===== src/sv/sngr_pkg.sv =====
// ----------------------------------------------------------------------------
// sngr_pkg
// Shared types and constants for the stereo noise gate with gain ramp.
// ----------------------------------------------------------------------------
package sngr_pkg;

    // Unity gain in Q1.15.
    localparam logic [15:0] Q_ONE        = 16'd32768;
    // Reset value of the ramp step, close to 0.005 in Q1.15.
    localparam logic [15:0] STEP_DEFAULT = 16'd164;

    // Width of the configuration port.
    localparam int CFG_IDX_BITS  = 2;
    localparam int CFG_DATA_BITS = 16;

    // Configuration register indexes.
    localparam logic [CFG_IDX_BITS-1:0] REG_THRESHOLD = 2'd0;
    localparam logic [CFG_IDX_BITS-1:0] REG_WET_LEVEL = 2'd1;
    localparam logic [CFG_IDX_BITS-1:0] REG_DRY_LEVEL = 2'd2;
    localparam logic [CFG_IDX_BITS-1:0] REG_RAMP_STEP = 2'd3;

    // Current register contents, as written.
    typedef struct packed {
        logic [14:0] gate_threshold;
        logic [15:0] wet_level;
        logic [15:0] dry_level;
        logic [15:0] ramp_step;
    } cfg_t;

    // Limit a Q1.15 level to unity.
    function automatic logic [15:0] clamp_q(input logic [15:0] v);
        return (v > Q_ONE) ? Q_ONE : v;
    endfunction

endpackage


===== src/sv/sngr_mul.sv =====
// ----------------------------------------------------------------------------
// sngr_mul
// Shared registered multiplier: signed operand times unsigned 32-bit operand.
// ----------------------------------------------------------------------------
module sngr_mul #(
    parameter int AW = 17
) (
    input  logic                 aclk,
    input  logic signed [AW-1:0] op_a,
    input  logic        [31:0]   op_b,
    output logic signed [AW+32:0] prod
);

    logic signed [32:0]    op_b_s;
    logic signed [AW+32:0] prod_reg;

    assign op_b_s = $signed({1'b0, op_b});

    // One product per cycle, registered before use.
    always_ff @(posedge aclk) begin
        prod_reg <= (AW+33)'(op_a) * (AW+33)'(op_b_s);
    end

    assign prod = prod_reg;

endmodule


===== src/sv/sngr_core.sv =====
// ----------------------------------------------------------------------------
// sngr_core
// Sequencer that ramps each channel's gain and mixes it on the shared
// multiplier, one channel after the other.
// ----------------------------------------------------------------------------
module sngr_core #(
    parameter int SAMPLE_BITS = 16
) (
    input  logic                          aclk,
    input  logic                          aresetn,
    input  sngr_pkg::cfg_t                cfg,
    input  logic                          start,
    input  logic signed [SAMPLE_BITS-1:0] sample_left,
    input  logic signed [SAMPLE_BITS-1:0] sample_right,
    output logic                          idle,
    output logic                          done_valid,
    input  logic                          done_ack,
    output logic signed [SAMPLE_BITS-1:0] out_left,
    output logic signed [SAMPLE_BITS-1:0] out_right
);
    import sngr_pkg::*;

    localparam int SB = SAMPLE_BITS;
    localparam int AW = (SB > 17) ? SB : 17;
    localparam int PW = AW + 33;
    localparam int MW = (SB > 15) ? SB : 15;
    localparam logic signed [PW-1:0] SAT_HI = {{(PW-SB+1){1'b0}}, {(SB-1){1'b1}}};
    localparam logic signed [PW-1:0] SAT_LO = ~SAT_HI;
    localparam logic signed [PW-1:0] HALF   = {{(PW-30){1'b0}}, 1'b1, 29'd0};

    typedef enum logic [6:0] {
        S_IDLE  = 7'b0000001,
        S_RAMP  = 7'b0000010,
        S_WG    = 7'b0000100,
        S_COEF  = 7'b0001000,
        S_PROD  = 7'b0010000,
        S_ROUND = 7'b0100000,
        S_OUT   = 7'b1000000
    } state_t;

    state_t                  state_reg, state_next;
    logic                    ch_reg;
    logic signed [SB-1:0]    x_reg [2];
    logic        [15:0]      gain_reg [2];
    logic        [31:0]      coef_reg;
    logic signed [SB-1:0]    res_reg [2];

    logic signed [SB-1:0]    x_cur;
    logic        [SB-1:0]    mag;
    logic                    below;
    logic        [15:0]      step;
    logic        [16:0]      gain_up;
    logic        [15:0]      gain_new;
    logic signed [AW-1:0]    mul_a;
    logic        [31:0]      mul_b;
    logic signed [PW-1:0]    mul_p;
    logic signed [PW-1:0]    rounded;
    logic signed [PW-1:0]    shifted;
    logic signed [SB-1:0]    sat_val;

    assign x_cur = x_reg[ch_reg];

    // Gain ramp: magnitude compare against the threshold, then step and clamp.
    always_comb begin
        mag = x_cur[SB-1] ? (~x_cur + 1'b1) : x_cur;
        below = MW'(mag) < MW'(cfg.gate_threshold);
        step = clamp_q(cfg.ramp_step);
        gain_up = {1'b0, gain_reg[ch_reg]} + {1'b0, step};
        if (below) begin
            gain_new = (gain_reg[ch_reg] > step) ? (gain_reg[ch_reg] - step) : 16'd0;
        end else begin
            gain_new = (gain_up > {1'b0, Q_ONE}) ? Q_ONE : gain_up[15:0];
        end
    end

    // Multiplier operands: wet level times gain, then sample times coefficient.
    always_comb begin
        if (state_reg == S_PROD) begin
            mul_a = AW'(x_cur);
            mul_b = coef_reg;
        end else begin
            mul_a = $signed({{(AW-16){1'b0}}, clamp_q(cfg.wet_level)});
            mul_b = {16'd0, gain_reg[ch_reg]};
        end
    end

    sngr_mul #(.AW(AW)) u_mul (
        .aclk (aclk),
        .op_a (mul_a),
        .op_b (mul_b),
        .prod (mul_p)
    );

    // Round to nearest with ties upward, then saturate to the sample range.
    always_comb begin
        rounded = mul_p + HALF;
        shifted = rounded >>> 30;
        if (shifted > SAT_HI) begin
            sat_val = SAT_HI[SB-1:0];
        end else if (shifted < SAT_LO) begin
            sat_val = SAT_LO[SB-1:0];
        end else begin
            sat_val = shifted[SB-1:0];
        end
    end

    // Next state.
    always_comb begin
        state_next = state_reg;
        unique case (state_reg)
            S_IDLE:  if (start) state_next = S_RAMP;
            S_RAMP:  state_next = S_WG;
            S_WG:    state_next = S_COEF;
            S_COEF:  state_next = S_PROD;
            S_PROD:  state_next = S_ROUND;
            S_ROUND: state_next = ch_reg ? S_OUT : S_RAMP;
            S_OUT:   if (done_ack) state_next = S_IDLE;
            default: state_next = S_IDLE;
        endcase
    end

    // Control state and channel gains.
    always_ff @(posedge aclk) begin
        if (!aresetn) begin
            state_reg   <= S_IDLE;
            ch_reg      <= 1'b0;
            gain_reg[0] <= Q_ONE;
            gain_reg[1] <= Q_ONE;
        end else begin
            state_reg <= state_next;
            if (state_reg == S_IDLE) begin
                ch_reg <= 1'b0;
            end else if (state_reg == S_ROUND) begin
                ch_reg <= ~ch_reg;
            end
            if (state_reg == S_RAMP) begin
                gain_reg[ch_reg] <= gain_new;
            end
        end
    end

    // Datapath registers.
    always_ff @(posedge aclk) begin
        if (state_reg == S_IDLE && start) begin
            x_reg[0] <= sample_left;
            x_reg[1] <= sample_right;
        end
        if (state_reg == S_COEF) begin
            coef_reg <= {1'b0, clamp_q(cfg.dry_level), 15'd0} + mul_p[31:0];
        end
        if (state_reg == S_ROUND) begin
            res_reg[ch_reg] <= sat_val;
        end
    end

    assign idle       = (state_reg == S_IDLE);
    assign done_valid = (state_reg == S_OUT);
    assign out_left   = res_reg[0];
    assign out_right  = res_reg[1];

endmodule


===== src/sv/stereo_noise_gate_ramped_unit.sv =====
// ----------------------------------------------------------------------------
// stereo_noise_gate_ramped_unit
// Stereo noise gate with per-channel gain ramp and wet/dry mix.
// ----------------------------------------------------------------------------
// Usage:
//   The slave stream takes one stereo frame per item; the master stream
//   returns one mixed frame per item. Both carry the left sample in the low
//   bits of tdata and the right sample above it.
//   Settings go in through a write port (cfg_wr_en, cfg_index, cfg_wdata):
//   0 gate threshold, 1 wet level, 2 dry level, 3 ramp step. Write them only
//   while no item is in flight.
//   From acceptance to m_tvalid, the sequencer runs five steps per channel
//   (ramp, wet times gain, coefficient, sample times coefficient, round and
//   saturate) on one shared multiplier, then a hand-off step loads the frame
//   into the output register. The next item is taken the cycle after that
//   hand-off, so the block takes no new item while one is in flight.
//   The output register holds a finished frame while the receiver stalls,
//   and the block still accepts and processes the following item; it waits
//   at the hand-off until the register is free.
//   Reset (aresetn low, synchronous) restores both gains to unity, the
//   settings to their defaults, and empties the output register.
// ----------------------------------------------------------------------------
module stereo_noise_gate_ramped_unit #(
    parameter int SAMPLE_BITS = 16
) (
    input  logic                                aclk,
    input  logic                                aresetn,
    // Configuration writes.
    input  logic                                cfg_wr_en,
    input  logic [sngr_pkg::CFG_IDX_BITS-1:0]   cfg_index,
    input  logic [sngr_pkg::CFG_DATA_BITS-1:0]  cfg_wdata,
    // Input frames.
    input  logic                                s_tvalid,
    output logic                                s_tready,
    // s_tdata: sample_left, sample_right, zero fill
    input  logic [((2*SAMPLE_BITS+7)/8)*8-1:0]  s_tdata,
    // Output frames.
    output logic                                m_tvalid,
    input  logic                                m_tready,
    // m_tdata: out_left, out_right, zero fill
    output logic [((2*SAMPLE_BITS+7)/8)*8-1:0]  m_tdata
);
    import sngr_pkg::*;

    localparam int SB = SAMPLE_BITS;
    localparam int DW = ((2*SB+7)/8)*8;

    cfg_t                 cfg_reg;
    logic                 core_idle;
    logic                 core_done;
    logic                 core_ack;
    logic signed [SB-1:0] core_left;
    logic signed [SB-1:0] core_right;
    logic                 m_valid_reg;
    logic [DW-1:0]        m_data_reg;

    // Configuration registers, masked to their widths.
    always_ff @(posedge aclk) begin
        if (!aresetn) begin
            cfg_reg.gate_threshold <= 15'd0;
            cfg_reg.wet_level      <= 16'd0;
            cfg_reg.dry_level      <= 16'd0;
            cfg_reg.ramp_step      <= STEP_DEFAULT;
        end else if (cfg_wr_en) begin
            unique case (cfg_index)
                REG_THRESHOLD: cfg_reg.gate_threshold <= cfg_wdata[14:0];
                REG_WET_LEVEL: cfg_reg.wet_level      <= cfg_wdata;
                REG_DRY_LEVEL: cfg_reg.dry_level      <= cfg_wdata;
                REG_RAMP_STEP: cfg_reg.ramp_step      <= cfg_wdata;
                default: ;
            endcase
        end
    end

    assign s_tready = core_idle;

    sngr_core #(.SAMPLE_BITS(SB)) u_core (
        .aclk         (aclk),
        .aresetn      (aresetn),
        .cfg          (cfg_reg),
        .start        (s_tvalid & s_tready),
        .sample_left  ($signed(s_tdata[SB-1:0])),
        .sample_right ($signed(s_tdata[2*SB-1:SB])),
        .idle         (core_idle),
        .done_valid   (core_done),
        .done_ack     (core_ack),
        .out_left     (core_left),
        .out_right    (core_right)
    );

    // Output register: loads a finished frame when empty or being drained.
    assign core_ack = core_done & (~m_valid_reg | m_tready);

    always_ff @(posedge aclk) begin
        if (!aresetn) begin
            m_valid_reg <= 1'b0;
        end else if (core_ack) begin
            m_valid_reg <= 1'b1;
        end else if (m_tready) begin
            m_valid_reg <= 1'b0;
        end
    end

    always_ff @(posedge aclk) begin
        if (core_ack) begin
            m_data_reg <= DW'({core_right, core_left});
        end
    end

    assign m_tvalid = m_valid_reg;
    assign m_tdata  = m_data_reg;

endmodule


===== config.mk =====
export PLATFORM = sky130hd
export DESIGN_NAME = stereo_noise_gate_ramped_unit
export DESIGN_NICKNAME = d
export VERILOG_FILES = /design/src/sv/sngr_pkg.sv /design/src/sv/sngr_mul.sv /design/src/sv/sngr_core.sv /design/src/sv/stereo_noise_gate_ramped_unit.sv
export SDC_FILE = /design/constraint.sdc
export NUM_CORES = 2
export LEC_CHECK = 0
export CAP_MARGIN = 0
export CORE_ASPECT_RATIO = 0.75
export CORE_MARGIN = 4
export CORE_UTILIZATION = 55
export CTS_BUF_LIST = sky130_fd_sc_hd__clkbuf_4 sky130_fd_sc_hd__clkbuf_8 sky130_fd_sc_hd__clkbuf_16
export CTS_CLUSTER_SIZE = 40
export DETAILED_ROUTE_END_ITERATION = 8
export DONT_BUFFER_PORTS = 1
export PLACE_DENSITY = 0.69
export SETUP_SLACK_MARGIN = 0.2
export SLEW_MARGIN = 20
export SYNTH_ARGS = -nofsm -noshare
export SYNTH_HDL_FRONTEND = slang
export SYNTH_SLANG_ARGS = --single-unit

===== constraint.sdc =====
create_clock -name aclk -period 7.5 [get_ports aclk]
set_clock_uncertainty 0.1 [all_clocks]
set_input_delay 0.375 -clock aclk [delete_from_list [all_inputs] [get_ports aclk]]
set_output_delay 0.375 -clock aclk [all_outputs]
set_load 0.1 [all_outputs]

## Word-level counts from Yosys, hierarchy flattened

Memory sizes are Yosys's and may differ from the RTL's. A register that Yosys moved wholly into a read port is not among the register bits.
Index checks and enable logic that the tools add are counted.

| storage, ports and cells | value |
|---|---|
| output and inout port bits | 34 |
| word-level logic and storage cells | 87 |
| memory bits (writable) | 96 |
| input bits | 55 |
| bits in registers | 154 |
| memories | 3 |

Memory list:

| name | depth | width | rd ports | clocked after memory_dff | wr ports | RTL line | text |
|---|---|---|---|---|---|---|---|
| u_core.gain_reg | 2 | 16 | 1 | 1 | 2 | sngr_core.sv:44 | `logic [15:0] gain_reg [2];` |
| u_core.res_reg | 2 | 16 | 2 | 2 | 1 | sngr_core.sv:46 | `logic signed [SB-1:0] res_reg [2];` |
| u_core.x_reg | 2 | 16 | 1 | 1 | 2 | sngr_core.sv:43 | `logic signed [SB-1:0] x_reg [2];` |

| cells by class | value |
|---|---|
| magnitude comparators | 8 |
| eq/ne operators | 12 |
| add/subtract/negate cells | 5 |
| reduce and logical (&&, ||, !) cells | 10 |
| multiplexer cells | 32 |
| $mul | 1 |
| bitwise logic cells | 7 |

Operators with widths:

| cell | number |
|---|---|
| $mux W16 | 10 |
| $add A50 B31 Y50 const B | 1 |
| $mul A17 B33 Y50 | 1 |
| $pmux W7 S7 | 1 |
| $gt A16 B16 Y1 const B | 3 |
| $add A31 B32 Y32 | 1 |
| $mux W32 | 1 |
| $mux W7 | 3 |
| $gt A20 B16 Y1 const B | 1 |
| $lt A20 B16 Y1 const B | 1 |
| $add A16 B16 Y17 | 1 |
| $gt A17 B16 Y1 const B | 1 |
| $mux W17 | 1 |
| $add A16 B1 Y16 const B | 1 |
| $gt A16 B16 Y1 | 1 |
| $lt A16 B15 Y1 | 1 |
| $mux W1 | 16 |
| $not A16 Y16 | 1 |
| $reduce_or A16 Y1 | 1 |
| $sub A16 B16 Y16 | 1 |
| $reduce_and A2 Y1 | 5 |
| $eq A7 B1 Y1 const B | 1 |
| $eq A7 B2 Y1 const B | 1 |
| $eq A7 B3 Y1 const B | 1 |
| 14 further kinds | 19 |

## Longest topological paths before layout

| depth | value |
|---|---|
| depth in word-level cells | 7 |
| gate-level depth with buffers | 33 |
| depth with buffers taken out | 30 |

## Modules after synthesis

A second synthesis with hierarchy kept.

| second synthesis, totals | value |
|---|---|
| cells, all modules | 3360 |
| area, all modules | 31874.3 µm² |

Modules (own cells, without submodules):

| module | seq. area each (µm²) | area each (µm²) | cells each | times used |
|---|---|---|---|---|
| sngr_mul | 1001.0 | 18768.0 | 2097 | 1 |
| sngr_core | 4023.9 | 9756.9 | 995 | 1 |
| stereo_noise_gate_ramped_unit | 2242.2 | 3349.5 | 268 | 1 |

## Worst setup path after synthesis

No wires, ideal clock.

| path | value |
|---|---|
| path kind | reg-to-reg |
| start | reg u_core.state_reg[0] |
| end | reg u_core.u_mul.prod_reg[48] (netlist: u_core.u_mul.prod[48]) |
| path buffers | 3 |
| library setup time | 0.092 ns |
| path slack | -0.369 ns |
| data arrival time | 7.677 ns |
| data required time | 7.308 ns |
| clock period less this slack | 7.869 ns |
| cell stages (with the launch flop) | 30 |
| cell sequence | dfxtp_1 > or3_1 > nor3_1 > and3b_1 > clkbuf_1 > a21oi_1 > clkbuf_1 > nand2_1 > o21a_1 > clkbuf_1 > nor2_1 > fa_1 > inv_1 > fa_1 > fa_1 > fa_1 > inv_1 > fa_1 > fa_1 > ha_1 > and3_1 > nand2_1 > a21oi_1 > o21bai_1 > o211ai_1 > o21ai_1 > o41ai_1 > a31oi_1 > mux2i_1 > nor4_1 |

| on the way | value |
|---|---|
| longest elaborated chain between the ends | 3 |
| elaborated cells between the ends (all ways) | 4 |
| those cells by class | mul (1); eq/ne (1); mux (2) |

RTL lines:

| what | RTL line | text |
|---|---|---|
| start: declaration | sngr_core.sv:41 | `state_t state_reg, state_next;` |
| start signal: assignment | sngr_core.sv:130 | `state_reg <= state_next;` |
| $eq A7 B5 Y1 (*) | sngr_core.sv:78 | `if (state_reg == S_PROD) begin` |
| $mux W17 / $mux W32 (equally long branches) | sngr_core.sv:78 |  |
| $mul A17 B33 Y50 (*) | sngr_mul.sv:21 | `prod_reg <= (AW+33)'(op_a) * (AW+33)'(op_b_s);` |
| end signal: assignment | sngr_mul.sv:21 |  |
| end: declaration | sngr_mul.sv:15 | `logic signed [AW+32:0] prod_reg;` |

Every way passes the cells marked *; elsewhere a longest branch is shown, timed or not.
A chain may end at the register's enable or synchronous reset.

## Final worst setup path

| path | value |
|---|---|
| start | reg u_core.state_reg[2] |
| end | reg u_core.u_mul.prod_reg[48] (netlist: u_core.u_mul.prod[48]) |

The elaborated chain is that of the path after synthesis.

==> results.toml <==
[power]
p_int_uw = 3360
p_leak_uw = 0.0180
sequentialPowerShare_pct = 36.7
p_switching_uw = 2000
comb_power_share_pct = 37.2
cellPowerDensity_mw_per_mm2 = 139
power_frac_clock_pct = 26.1
peakVddDrop_uv = 165
switching_share_pct = 37.3

[clock_network]
clk_pin_slew_ns = 0.07
cts_root_buffer = "clkbuf_16"
cts_tree = "done"
clkLatencyLatePin_ns = 0.59
cts-buffers-inserted = 27
h-tree-depth = 1
cts_buffer_depth = 3
cts_sinks = 283

[synthesis]
ys_types = 83
synth_commonest_cells = "547 x inv_1, 459 x nand2_1, 452 x fa_1"
synth_top_cell_by_area = "fa_1"
ys_seq_elements = 283
synth-main-ff-cell = "edfxtp_1"
syn_area_sq_mm = 0.0311
yosysWarnings = 0
syn_inst = 3390
yosysTopAreaCellShare_pct = 29.1
avgSynthCellArea_sq_um = 9.17
async_flop_share_pct = 0
yosysMostFrequentCell = "inv_1"
yosysSeqAreaShare_pct = 23.4
synth_area_leaders = "fa_1 29%, edfxtp_1 15%, ha_1 8.9%"
synth_edf_count = 160
syn-num-nets = 4119

[place]
pre_cts_slack_ns = -0.498
dp_hpwl_microns = 80000
gp_congestion = 1.01
numPortBuffers = 0

[layout]
largest_reg_flops = 63
nFillCells = 4229
syn_to_final_growth_pct = 23.7
layout-drive-gt1-share_pct = 22.4
seqCellArea_sq_mm = 0.00728
nets = 4529
multi_input_area_sq_mm = 0.0225

[global_routing]
grtUsageMet2_pct = 52.0
antenna_found_initial = 4
grt_busiest_layer = "met2"
grt_pass1_wl_microns = 157000
track_usage_pct = 33.6
grt_pass1_vias = 27140
grt_max_degree = 64
grt_overflow_total = 0
grt_util_met1_pct = 47.2
globalRouteMet3Util_pct = 8.51

[timing]
setup_tns_ns = -0.894
fmax_ghz = 0.131
post-route-min-period_ns = 7.66
final.period_utilization_pct = 102
fin_ws_ns = -0.163
setup_violations = 10
grt_setup_unrepaired = "yes"
tightest_slew_ns = 1.13
holdWs_ns = 0.117
final_max_slew_viol_count = 0
hold_violations = 0
slew_headroom_pct = 24.2

[detailed_routing]
routed_wl_microns = 103000
ant_nets = 0
vias = 26328
drt_iter0_markers = 2438
viasPerCell = 5.78
drc_errors = 0
dr.pass1.iters = 7
wl_per_cell_microns = 22.6

[floorplan]
row_count = 75
io_pins = 89
die_w_microns = 283
die_height_microns = 214
dieArea_sq_mm = 0.0604
coreArea_sq_mm = 0.0559
start_util_pct = 55.6

[worst_hold_path]
hp-class = "input pin to flop"
holdPathEnd = "cfg_reg[41]"
holdPathStages = 3
worstHoldStart = "cfg_index[1]"

[setup_path]
cp_slowest_cell = "fa_1"
r2r-end = "u_core.u_mul.prod[48]"
max_stage_delay_ns = 0.57
endpoint_kind = "flop"
cp.required_ns = 7.87
reg2reg_depth = 32
cp_max_fo = 7
r2r-start = "u_core.state_reg[2]"
cp-startpoint = "u_core.state_reg[2]"
timing.reg2reg.setup_slack_ns = -0.16
start_kind = "flop"
cp_common_cell = "fa_1"
worstPathArrival_ns = 8.03
criticalPathCategory = "flop to flop"

[status]
violations = "negative setup slack"
status = "complete, but fails checks"

[run]
maxCapViolations = 0
-- worst max-delay path, delay by kind of cell, from the launching register on --
family | cells | cell delay, ns
simple gates | 6 | 1.17
flops | 1 | 0.32
fa+ha+maj | 7 | 3.50
compound gates | 6 | 1.03
mux | 1 | 0.14
buf+inv | 12 | 1.30
-- routing by layer --
layer	up-vias	part of all wire, %	wire length (microns)
li1	11659	-	-
met1	13066	41	41900
met2	1332	45	45900
met3	267	11	11000
met4	4	3.9	3980
met5	-	0.026	27
-- final cells by class --
cell class	count	area share, %
antenna	2	0.0130
clock buffer	31	1.85
clock inverter	19	0.465
inverter	552	5.39
multi-input combinational	2416	58.5
sequential	283	18.9
tap	731	2.38
timing repair buffer	520	12.5
-- how the worst max path moves through the flow --
stage / endpoint / slack [ns]
global placement: u_core.u_mul.prod[49] / -0.46
CTS: u_core.u_mul.prod[44] / -0.05
floorplan: u_core.u_mul.prod[46] / 0.21
finish: u_core.u_mul.prod[48] / -0.16
global route: u_core.u_mul.prod[48] / -0.38
detailed placement: u_core.u_mul.prod[49] / -0.50
-- layout by cell type (no fill, tap or decap), drive strengths merged, types with 5 or more instances in the layout --
cell / Yosys / layout
ha: 222 / 222
nor4: 22 / 22
a21oi: 177 / 177
buf: 20 / 463
xor2: 28 / 28
or2: 30 / 30
o41ai: 5 / 5
nand3: 37 / 37
edfxtp: 160 / 160
a22oi: 15 / 15
nand2b: 37 / 37
clkinv: 1 / 9
o21bai: 14 / 14
o2111ai: 5 / 5
dfxtp: 123 / 123
and3: 16 / 16
nor2: 402 / 402
mux2i: 21 / 21
nand4: 15 / 15
dlygate4sd3: 0 / 56
xnor2: 66 / 66
a211oi: 10 / 10
nand2: 459 / 459
mux2: 19 / 19
or3: 22 / 22
o21ai: 73 / 73
a31oi: 11 / 11
a21o: 46 / 46
a221oi: 33 / 33
and2: 30 / 30
fa: 452 / 452
nor3: 21 / 21
o211ai: 9 / 9
inv: 551 / 557
o21a: 17 / 17
o31ai: 5 / 5
nor2b: 37 / 37
clkbuf: 119 / 32
and4: 6 / 6
-- through the flow --
| step | util, % | instances | total power, uW | instance area (sq um) |
|---|---|---|---|---|
| floorplan | - | 3390 | 3030 | 31200 |
| global placement | 61.6 | 4330 | 3600 | 34500 |
| detailed placement | 61.7 | 4331 | 3650 | 34500 |
| CTS | 67.1 | 4503 | 5210 | 37500 |
| global route | 68.8 | 4553 | 5590 | 38500 |
| finish | 68.8 | 4554 | 5350 | 38500 |
-- timing repair --
item,CTS,global route
buffers inserted,60,48
gates cloned,6,1
hold endpoints to repair,100,0
gates resized for setup,232,146
pin swaps,115,106
setup endpoints to repair,26,26
hold buffers,56,0
-- cell families after synthesis --
logic type,after synthesis,synth area share [%]
AND/OR/NAND/NOR,1149,16.2
flip-flops,283,23.4
AO/OA/AOI/OAI,459,9.80
multiplexers,40,1.38
buffers and inverters,691,8.52
adder cells (fa/ha/maj),674,38.0
XOR/XNOR,94,2.70
-- power groups by stage --
| stage | Sequential, uW | Clock [uW] | Combinational [uW] |
|---|---|---|---|
| CTS | 1960 | 1410 | 1850 |
| floorplan | 1960 | 0 | 1070 |
| finish | 1960 | 1400 | 1990 |
| detailed placement | 1990 | 0 | 1660 |
| global route | 1970 | 1480 | 2140 |
| global placement | 1980 | 0 | 1620 |
(Power assumes the default switching activity.)
